==> src/rtl/core/ltt_pkg.sv <==
`timescale 1ns / 1ps
`default_nettype none

package ltt_pkg;

	localparam int NUM_LAYERS_DEF = 4;
	localparam int SLOTS_DEF      = 1024;

	localparam int SLOT_W  = 10;
	localparam int COUNT_W = 11;
	localparam int ENTRY_W = 45;
	localparam int KEY_W   = 32;

	// result status codes
	localparam logic [2:0] ST_UPDATED   = 3'd0;
	localparam logic [2:0] ST_INSERTED  = 3'd1;
	localparam logic [2:0] ST_ERASED    = 3'd2;
	localparam logic [2:0] ST_NOT_FOUND = 3'd3;
	localparam logic [2:0] ST_FULL      = 3'd4;

	// datapath commands
	localparam logic [3:0] OP_NONE     = 4'd0;
	localparam logic [3:0] OP_START    = 4'd1;
	localparam logic [3:0] OP_SCAN     = 4'd2;
	localparam logic [3:0] OP_UPDATE   = 4'd3;
	localparam logic [3:0] OP_ERASE_RD = 4'd4;
	localparam logic [3:0] OP_ERASE_WR = 4'd5;
	localparam logic [3:0] OP_INSERT   = 4'd6;
	localparam logic [3:0] OP_NOTFOUND = 4'd7;
	localparam logic [3:0] OP_FULL     = 4'd8;
	localparam logic [3:0] OP_PUSH     = 4'd9;

	typedef struct packed {
		logic              mode;
		logic [1:0]        layer;
		logic signed [15:0] pos_x;
		logic signed [15:0] pos_y;
		logic [9:0]        texture_id;
		logic [2:0]        tile_kind;
	} req_t;

	typedef struct packed {
		logic [2:0]         status;
		logic [SLOT_W-1:0]  slot;
		logic [COUNT_W-1:0] count_after;
	} rsp_t;

	typedef struct packed {
		logic [3:0] op;
	} cmd_t;

	typedef struct packed {
		logic in_layer_ok;
		logic mode;
		logic hit;
		logic scan_end;
		logic full;
		logic out_free;
	} stat_t;

endpackage

`default_nettype wire

==> src/rtl/core/ltt_ctrl.sv <==
`timescale 1ns / 1ps
`default_nettype none

module ltt_ctrl (
	input  wire logic          clk,
	input  wire logic          arst_n,
	input  wire logic          req_valid,
	output logic               req_stall,
	input  wire ltt_pkg::stat_t stat,
	output ltt_pkg::cmd_t      cmd
);
	import ltt_pkg::*;

	localparam logic [2:0] S_IDLE = 3'd0;
	localparam logic [2:0] S_SCAN = 3'd1;
	localparam logic [2:0] S_ERD  = 3'd2;
	localparam logic [2:0] S_EWR  = 3'd3;
	localparam logic [2:0] S_FIN  = 3'd4;

	logic [2:0] state_q;
	logic [2:0] state_nx;

	assign req_stall = (state_q != S_IDLE);

	always_comb begin
		state_nx = state_q;
		cmd.op   = OP_NONE;
		case (state_q)
			S_IDLE: begin
				if (req_valid) begin
					cmd.op   = OP_START;
					state_nx = stat.in_layer_ok ? S_SCAN : S_FIN;
				end
			end
			S_SCAN: begin
				if (stat.hit) begin
					if (stat.mode) begin
						cmd.op   = OP_ERASE_RD;
						state_nx = S_ERD;
					end else begin
						cmd.op   = OP_UPDATE;
						state_nx = S_FIN;
					end
				end else if (stat.scan_end) begin
					if (stat.mode)
						cmd.op = OP_NOTFOUND;
					else if (stat.full)
						cmd.op = OP_FULL;
					else
						cmd.op = OP_INSERT;
					state_nx = S_FIN;
				end else begin
					cmd.op = OP_SCAN;
				end
			end
			S_ERD: begin
				cmd.op   = OP_ERASE_RD;
				state_nx = S_EWR;
			end
			S_EWR: begin
				cmd.op   = OP_ERASE_WR;
				state_nx = S_FIN;
			end
			S_FIN: begin
				// hold the result until the output register frees up
				if (stat.out_free) begin
					cmd.op   = OP_PUSH;
					state_nx = S_IDLE;
				end
			end
			default: begin
				state_nx = S_IDLE;
			end
		endcase
	end

	always_ff @(posedge clk or negedge arst_n) begin
		if (!arst_n)
			state_q <= S_IDLE;
		else
			state_q <= state_nx;
	end

endmodule

`default_nettype wire

==> config.mk <==
export PLATFORM = sky130hd
export DESIGN_NAME = ltt_ctrl
export DESIGN_NICKNAME = d
export VERILOG_FILES = /design/src/rtl/core/ltt_pkg.sv /design/src/rtl/core/ltt_ctrl.sv
export SDC_FILE = /design/constraint.sdc
export NUM_CORES = 1
export LEC_CHECK = 0
export BUFFER_PORTS_ARGS = -buffer_cell sky130_fd_sc_hd__buf_2
export CORE_AREA = 2 2 39 41
export CTS_CLUSTER_DIAMETER = 80
export DETAILED_ROUTE_END_ITERATION = 8
export DIE_AREA = 0 0 41 43
export GPL_TIMING_DRIVEN = 0
export SLEW_MARGIN = 20
export SYNTH_ARGS = -nofsm -noshare
export SYNTH_HDL_FRONTEND = slang
export SYNTH_SLANG_ARGS = --single-unit
==> constraint.sdc <==
create_clock -name clk -period 2.05 [get_ports clk]
set_clock_uncertainty 0.1 [all_clocks]
set_input_delay 0.3075 -clock clk [delete_from_list [all_inputs] [get_ports clk]]
set_output_delay 0.3075 -clock clk [all_outputs]
set_load 0.05 [all_outputs]
# After elaboration in Yosys (flattened, before gate mapping)
# Index checks and enable logic that the tools add are counted.
# op_classes
n_eq_ne	7
mux	15
reduce_logical	3
# ops
operator	n
3-bit 2-to-1 mux	7
4-bit 2-to-1 mux	5
4-bit case mux with 5 select lines	1
3-bit case mux with 5 select lines	1
3-bit by 2-bit == test with 1-bit output, second input constant	2
2-bit inequality test, second input constant	2
3-bit by 1-bit == test with 1-bit output, second input constant	1
3-bit == test, second input constant	1
3-bit zero test	1
3-bit inequality test, second input constant	1
3-bit AND reduction	1
3-bit nonzero test	1
1-bit 2-to-1 mux	1
# word_totals
regBits	3
input_bits	9
out_inout_bits	5

# Depth between registers and ports, before layout
# Gate-level depths: netlist (run 1).
# logic_depth
word_depth	5
depth_mapped	4
ltp_nobuf	3

# Least setup slack after synthesis (run 1)
# Ideal clock, no wire load.
# synth_path
path_kind	register -> output
from	register state_q[2]
to	output port cmd[1] (netlist bit)
arrival_ns	2.426
t_required_ns	1.642
setup_slack_ns	-0.783
stages_incl_launch_ff	4
n_path_buf	1
path_cell_list	dfrtp_1 -> buf_6 -> nand2b_4 -> a2111oi_1
# synth_lines
item	line	source
start, declared	ltt_ctrl.sv:20	logic [2:0] state_q;
start signal, assigned	ltt_ctrl.sv:81	state_q <= state_nx;
end, declared	ltt_ctrl.sv:10	output ltt_pkg::cmd_t cmd

==> flow_summary.ini, run 1 <==
[critical_path]
rr_worst_depth = 4
crit_arrival_ps = 1510
r2r_start = state_q[1]
path_depth = 4
crit_buf_inv = 2
criticalPathCategory = flop to output port
crit_path_end_kind = output port
critPathCapture = cmd[1]
r2r_setup_slack_ps = 860
cpMaxStageDelayCell = dfrtp_1
rr_endpoint = state_q[0]
required_ps = 1640
path_cells = buf_6 -> nand2b_4 -> a2111oi_2 -> buf_2
cp-start-kind = flop
cp-startpoint = state_q[2]
slowest_delay_ps = 360
path_max_fanout = 9
critPathTopFamily = buffers and inverters

[finish]
utilization_pct = 31.1
n_antenna_cell = 0
nets = 62
largest_reg_flops = 3
final_cell_mix = buf_2, a21oi_1, nor2_1, clkbuf_4, dfrtp_1
syn2layout_area_growth_pct = 45.1
layout_commonest_cell = buf_2
reg_top3 = state_q: 3 flops
largest-register = state_q
layout-drive-gt1-share_pct = 46.2

[clock_tree]
clock_sink_count = 3
cts_made_buffers = 3
hold_buffers = 1
post_cts_resized = 0
clkLatencyLatePin_ps = 230
cts_tree = built
post_cts_buffers = 0
cts-root-buf = clkbuf_4
h-tree-depth = 1
path_clk_slew_ps = 40
cts_buffer_depth = 2

[detailed_routing]
drt-wirelength-per-cell_um = 9.53
routed_via_density = 4.62
wl_um = 648
drcViolationCount = 0
initialDrtViolationCount = 8
drtAntennaViolNets = 0
vias = 314
drt-pass1-iter-count = 4

[grt]
grt_max_degree = 11
grt_pass1_vias = 262
antenna_found_initial = 0
grt_overflow_total = 0
grt_pass1_wl_um = 1080
grt_use_total_pct = 8.75

[synthesis]
synth_seq_cells = 3
yosysWarningCount = 0
ys_seq_area_share_pct = 25.3
synth_top_area_cell = dfrtp_1
synthTopCellsByArea = dfrtp_1, a21oi_1, o32ai_1
synth.cell_area_sq_um = 297
syn_inst = 34
avgSynthCellArea_sq_um = 8.72
ys_types = 22
syn_nets = 43
yosysTopAreaCellShare_pct = 25.3

[floorplan]
die-area_sq_um = 1760
fp.dieH_um = 43
start_util_pct = 21.4
rows = 14
die_w_um = 41
io_pins = 14
coreArea_sq_um = 1380

[timing]
grt_setup_unrepaired = false
slew_viol_final = 0
setup_viol = 0
max_freq_mhz = 520
worstMarginPinSlew_ps = 329
period_minus_slack_ps = 1920
finalHoldViolCount = 0
relSlewSlack_pct = 77.7
finalWorstSetupSlack_ps = 128
fin_crit_sh_pct = 93.8

[place]
place.gp.congestion = 0.687
io_buffers = 13
dp_slack_ps = 307

[power]
ir_drop_uv = 505
leakagePower_nw = 0.191
power_per_cell_area_nw_per_um2 = 1550

[run]
max_cap_viol_count = 0

[status]
status = finished, final reports clean

[hold_path]
hp-class = input port to async pin
## worst min-delay path by stage
stage | from | endpoint | slack (ps) | cells past startpoint
floorplan | arst_n | state_q[0] | -90 | 0
global placement | arst_n | state_q[2] | 3 | 1
detailed placement | arst_n | state_q[2] | 5 | 1
CTS | arst_n | state_q[0] | 310 | 2
global route | arst_n | state_q[2] | 320 | 2
finish | arst_n | state_q[2] | 320 | 2
## cell families (layout without fill, tap and decap cells)
group                  after synthesis  after routing  synth area share, %
muxes                                2              2                 7.17
and+or+nand+nor                     14             14                 32.9
AOI/OAI and AO/OA                   10             10                 24.9
DFF                                  3              3                 25.3
buffers and inverters                5             23                 9.71
## per-stage QoR
step / cell area (sq um) / power (mW) / TNS, ps / hold WS (ps) / cells
detailed placement: 394 / 0.567 / 0 / 4.95 / 63
global route: 430 / 0.717 / 0 / 318 / 68
floorplan: 309 / 0.483 / -102 / -88.1 / 34
global placement: 394 / 0.567 / 0 / 2.88 / 63
finish: 430 / 0.669 / 0 / 316 / 68
CTS: 430 / 0.675 / 0 / 310 / 68
## routing by layer
layer  global-route usage [%]  routed length (um)  up-vias  part of all wire [%]
met1                     14.6                 308      137                    48
met5                        0                   0        -                     0
met2                     10.3                 278       12                    43
li1                         -                   -      165                     -
met3                     3.14                  62        0                   9.6
met4                     2.00                   0        0                     0
## Yosys cell counts
| master | n |
|---|---|
| a2111oi_1 | 1 |
| a211oi_1 | 1 |
| a21oi_1 | 4 |
| buf_2 | 2 |
| buf_6 | 1 |
| dfrtp_1 | 3 |
| inv_1 | 2 |
| mux2_2 | 1 |
| mux2i_1 | 1 |
| nand2b_1 | 2 |
| nand2b_4 | 1 |
| nand3_1 | 1 |
| nand3b_1 | 1 |
| nor2_1 | 3 |
| nor2b_1 | 2 |
| nor3_1 | 1 |
| nor3b_1 | 1 |
| nor4bb_2 | 1 |
| o221ai_1 | 1 |
| o32a_1 | 1 |
| o32ai_1 | 2 |
| or3_1 | 1 |
## area by class of cell
class | instances | area (sq um)
flip-flops and latches | 3 | 75.1
clock buffers | 4 | 26.3
repair buffers | 14 | 75.1
plain buffers | 3 | 21.3
well taps | 16 | 20.0
inverters | 2 | 7.51
multi-input cells | 26 | 205
fillers | 157 | 953
## power breakdown
group | leakage [nW] | switching (mW) | internal, mW | total (mW)
clock network | 0.0150 | 0.0301 | 0.0729 | 0.103
registers | 0.0395 | 0.00617 | 0.0829 | 0.0891
logic | 0.137 | 0.315 | 0.162 | 0.476
## worst reg2reg max path, stage by stage (launching register included)
cell and delay (ps):
dfrtp_1 340, buf_2 170, nand2b_1 150, o32a_1 280
nor2_1 80
Note: power is estimated with default switching activity, not from simulation.
==> inputs of run 2 (changes only) <==
--- a/config.mk
+++ b/config.mk
@@ -5,11 +5,11 @@
 export SDC_FILE = /design/constraint.sdc
 export NUM_CORES = 1
 export LEC_CHECK = 0
-export BUFFER_PORTS_ARGS = -buffer_cell sky130_fd_sc_hd__buf_2
 export CORE_AREA = 2 2 39 41
 export CTS_CLUSTER_DIAMETER = 80
 export DETAILED_ROUTE_END_ITERATION = 8
 export DIE_AREA = 0 0 41 43
+export DONT_BUFFER_PORTS = 1
 export GPL_TIMING_DRIVEN = 0
 export SLEW_MARGIN = 20
 export SYNTH_ARGS = -nofsm -noshare
==> flow_summary.ini, run 2 (synthesized netlist as in run 1, its figures left out) <==
[grt]
grt_pass1_vias = 242
antenna_found_initial = 0
grt_pass1_wl_um = 966
grt_use_total_pct = 8.15
grt_max_degree = 11
grt_overflow_total = 0

[timing]
period_minus_slack_ps = 2010
relSlewSlack_pct = 39.5
fin_crit_sh_pct = 97.9
max_freq_mhz = 498
slew_viol_final = 0
setup_viol = 0
worstMarginPinSlew_ps = 910
finalHoldViolCount = 0
grt_setup_unrepaired = true
finalWorstSetupSlack_ps = 42.1

[clock_tree]
cts_made_buffers = 3
h-tree-depth = 1
cts-root-buf = clkbuf_4
clock_sink_count = 3
post_cts_buffers = 0
clkLatencyLatePin_ps = 230
path_clk_slew_ps = 40
cts_tree = built
cts_buffer_depth = 2

[floorplan]
die-area_sq_um = 1760
fp.dieH_um = 43
rows = 14
io_pins = 14
coreArea_sq_um = 1380
start_util_pct = 21.4
die_w_um = 41

[power]
p_seq_share_pct = 14.0
leakagePower_nw = 0.138
power_uw = 637
comb_power_share_pct = 69.8
ir_drop_uv = 425
power_per_cell_area_nw_per_um2 = 1650
p_clk_share_pct = 16.2
power_switching_uw = 348
swShare_pct = 54.6
intPower_uw = 289

[finish]
syn2layout_area_growth_pct = 30.0
layout-drive-gt1-share_pct = 33.3
nets = 49
multiInputGateArea_sq_um = 225
fillers = 155
seq_area_sq_um = 75.1
largest-register = state_q
largest_reg_flops = 3
reg_top3 = state_q: 3 flops
final_cell_mix = nor2_1, clkbuf_4, dfrtp_1
n_antenna_cell = 0

[critical_path]
path_max_fanout = 9
r2r_start = state_q[1]
criticalPathCategory = flop to output port
critPathTopFamily = compound AO/OA/AOI/OAI gates
crit_path_end_kind = output port
slowest_delay_ps = 750
cpMaxStageDelayCell = o32ai_2
cp-startpoint = state_q[2]
required_ps = 1640
crit_arrival_ps = 1600
cp-start-kind = flop
path_cells = buf_6 -> mux2i_1 -> o32ai_2
crit_buf_inv = 1

[place]
io_buffers = 0
place.gp.congestion = 0.715
dp_slack_ps = -44.5

[detailed_routing]
routed_via_density = 4.84
drtAntennaViolNets = 0
vias = 266
drcViolationCount = 0
wl_um = 667
drt-pass1-iter-count = 1
initialDrtViolationCount = 0
drt-wirelength-per-cell_um = 12.1

[hold_path]
hp-class = input port to flop
hp-start = stat[3]

[run]
max_cap_viol_count = 0

[status]
status = finished, final reports clean
[run 2: changes by cell type in the layout (fill, tap and decap cells not counted), sizes merged]
| cell | previous run | this run |
|---|---|---|
| buf | 16 | 3 |
[run 2: repair_timing]
item / CTS / global route
hold buffers: 1 / 0
hold endpoints to repair: 3 / 0
pin swaps: 1 / 0
endpoints found under the setup margin: 3 / 1
resized for setup: 2 / 0
[run 2: stage by stage]
| stage | std cells | setup TNS (ps) | area [sq um] | hold slack, ps | utilization, % |
|---|---|---|---|---|---|
| global placement | 50 | -178 | 329 | -88.0 | 23.8 |
| finish | 55 | 0 | 385 | 177 | 27.8 |
| CTS | 55 | 0 | 385 | 171 | 27.8 |
| global route | 55 | -1.07 | 385 | 171 | 27.8 |
| floorplan | 34 | -102 | 309 | -88.1 | - |
| detailed placement | 50 | -44.5 | 342 | -88.0 | 24.7 |
[run 2: worst paths after layout]
kind                               to  slack (ps)  cells past startpoint
max                            cmd[0]          40                      3
min                        state_q[0]         180                      2
max in group asynchronous  state_q[0]        1480                      1
min in group asynchronous  state_q[2]         230                      1
max reg2reg                state_q[0]         830                      4
min reg2reg                state_q[1]         450                      2
[run 2: final cells by class]
cell class                 count  area share [%]
buffer                         3            5.52
timing repair buffer           1            2.60
inverter                       2            1.95
sequential                     3            19.5
tap                           16            5.19
clock buffer                   4            6.82
multi-input combinational     26            58.4
[run 2: power by group through the flow]
stage | clock [mW] | combinational [mW] | sequential (mW)
global route | 0.118 | 0.471 | 0.0911
CTS | 0.111 | 0.451 | 0.0897
detailed placement | 0 | 0.442 | 0.0906
floorplan | 0 | 0.394 | 0.0888
finish | 0.103 | 0.445 | 0.0892
global placement | 0 | 0.429 | 0.0897
[run 2: per-layer routing]
| layer | GRT usage (%) | part of all wire (%) | vias to the layer above |
|---|---|---|---|
| met5 | 0 | 0 | - |
| li1 | - | - | 137 |
| met2 | 9.69 | 39 | 13 |
| met3 | 8.38 | 17 | 0 |
| met4 | 0 | 0 | 0 |
| met1 | 11.0 | 44 | 116 |
==> inputs of run 3 (changes only) <==
--- a/config.mk
+++ b/config.mk
@@ -11,6 +11,7 @@
 export DIE_AREA = 0 0 41 43
 export DONT_BUFFER_PORTS = 1
 export GPL_TIMING_DRIVEN = 0
+export PLACE_DENSITY = 0.39
 export SLEW_MARGIN = 20
 export SYNTH_ARGS = -nofsm -noshare
 export SYNTH_HDL_FRONTEND = slang
==> flow_summary.ini, run 3 (synthesized netlist as in run 1, its figures left out) <==
[status]
status = finished, final reports clean

[floorplan]
die-area_sq_um = 1760
coreArea_sq_um = 1380
io_pins = 14
start_util_pct = 21.4
rows = 14
die_w_um = 41
fp.dieH_um = 43

[hold_path]
hp-class = input port to flop

[finish]
n_antenna_cell = 0
layout-drive-gt1-share_pct = 33.3
reg_top3 = state_q: 3 flops
multiInputGateArea_sq_um = 225
nets = 49
fillers = 165
syn2layout_area_growth_pct = 30.0
largest_reg_flops = 3
seq_area_sq_um = 75.1
final_cell_mix = nor2_1, clkbuf_4, dfrtp_1
largest-register = state_q

[timing]
period_minus_slack_ps = 2010
fin_crit_sh_pct = 97.9
max_freq_mhz = 498
worstMarginPinSlew_ps = 894
slew_viol_final = 0
relSlewSlack_pct = 40.6
finalSetupTns_ps = 0
setup_viol = 0
finalHoldViolCount = 0
finalWorstSetupSlack_ps = 43.8
grt_setup_unrepaired = false

[critical_path]
cp-startpoint = state_q[2]
required_ps = 1640
slowest_delay_ps = 740
criticalPathCategory = flop to output port
crit_arrival_ps = 1600
path_max_fanout = 9
r2r_start = state_q[1]
rr_endpoint = state_q[1]
path_cells = buf_6 -> mux2i_1 -> o32ai_2
cp-start-kind = flop
path_depth = 3
rr_worst_depth = 4
r2r_setup_slack_ps = 790
critPathCapture = cmd[0]
cpMaxStageDelayCell = o32ai_2
crit_path_end_kind = output port
crit_buf_inv = 1
critPathTopFamily = compound AO/OA/AOI/OAI gates

[place]
dp_slack_ps = -62.9
io_buffers = 0
place.gp.congestion = 0.727
hpwl_um = 537

[detailed_routing]
drcViolationCount = 0
drt-wirelength-per-cell_um = 12.7
routed_via_density = 5.09
initialDrtViolationCount = 3
vias = 280
drt-pass1-iter-count = 3
wl_um = 698
drtAntennaViolNets = 0

[grt]
grt_pass1_wl_um = 1140
grt_overflow_total = 0
antenna_found_initial = 0
grt_pass1_vias = 275
grt_max_degree = 11
grt_use_total_pct = 9.56

[clock_tree]
clkLatencyLatePin_ps = 230
cts_tree = built
cts_buffer_depth = 2
cts_made_buffers = 3
clock_sink_count = 3
h-tree-depth = 1
cts-root-buf = clkbuf_4
post_cts_buffers = 0
path_clk_slew_ps = 40

[run]
max_cap_viol_count = 0

[power]
ir_drop_uv = 333
leakagePower_nw = 0.138
power_per_cell_area_nw_per_um2 = 1660
## run 3: cell counts in the layout (fill, tap and decap cells not counted)
Identical to the previous run, type by type.
## run 3: repair_timing
item | CTS | global route
hold buffers | 1 | 0
endpoints found under the setup margin | 3 | 0
resized for setup | 2 | 0
hold endpoints to repair | 3 | 0
## run 3: cell type report
class                           count  share of cell area [%]
Clock buffer                        4                    6.82
Sequential cell                     3                    19.5
Multi-Input combinational cell     26                    58.4
Buffer                              3                    5.52
Inverter                            2                    1.95
Tap cell                           16                    5.19
Timing Repair Buffer                1                    2.60
## run 3: worst min-delay path by stage
stage	to	slack, ps	cells after the start	from
floorplan	state_q[0]	-90	0	arst_n
global placement	state_q[2]	-90	0	arst_n
detailed placement	state_q[0]	-90	0	arst_n
CTS	state_q[0]	180	2	stat[3]
global route	state_q[0]	200	2	stat[3]
finish	state_q[0]	180	2	stat[3]
## run 3: worst register-to-register path, stage by stage (launching register included)
cell     delay [ps]
dfrtp_1         350
buf_2           190
inv_1           110
mux2_2          340
nor2_1          100
## run 3: per-stage QoR
step                      std cells  power, mW  instance area, sq um  util (%)  hold slack [ps]
final                            55      0.640                   385      27.8              180
after global placement           50      0.523                   329      23.8            -88.0
after CTS                        55      0.650                   385      27.8              179
after global routing             55      0.684                   385      27.8              197
after detailed placement         50      0.535                   342      24.7            -88.0
after floorplan                  34      0.483                   309         -            -88.1
## run 3: layer usage
layer / part of all wire [%] / global-route usage [%] / vias up
met5: 0 / 0 / -
met4: 2.7 / 6.00 / 0
met3: 10 / 3.66 / 2
met2: 49 / 12.5 / 13
met1: 38 / 12.6 / 128
li1: - / - / 137
## run 3: power breakdown
group	switching (mW)	total (mW)	internal (mW)
clock	0.0300	0.103	0.0729
sequential	0.00676	0.0898	0.0831
combinational	0.314	0.448	0.133
total	0.351	0.640	0.289
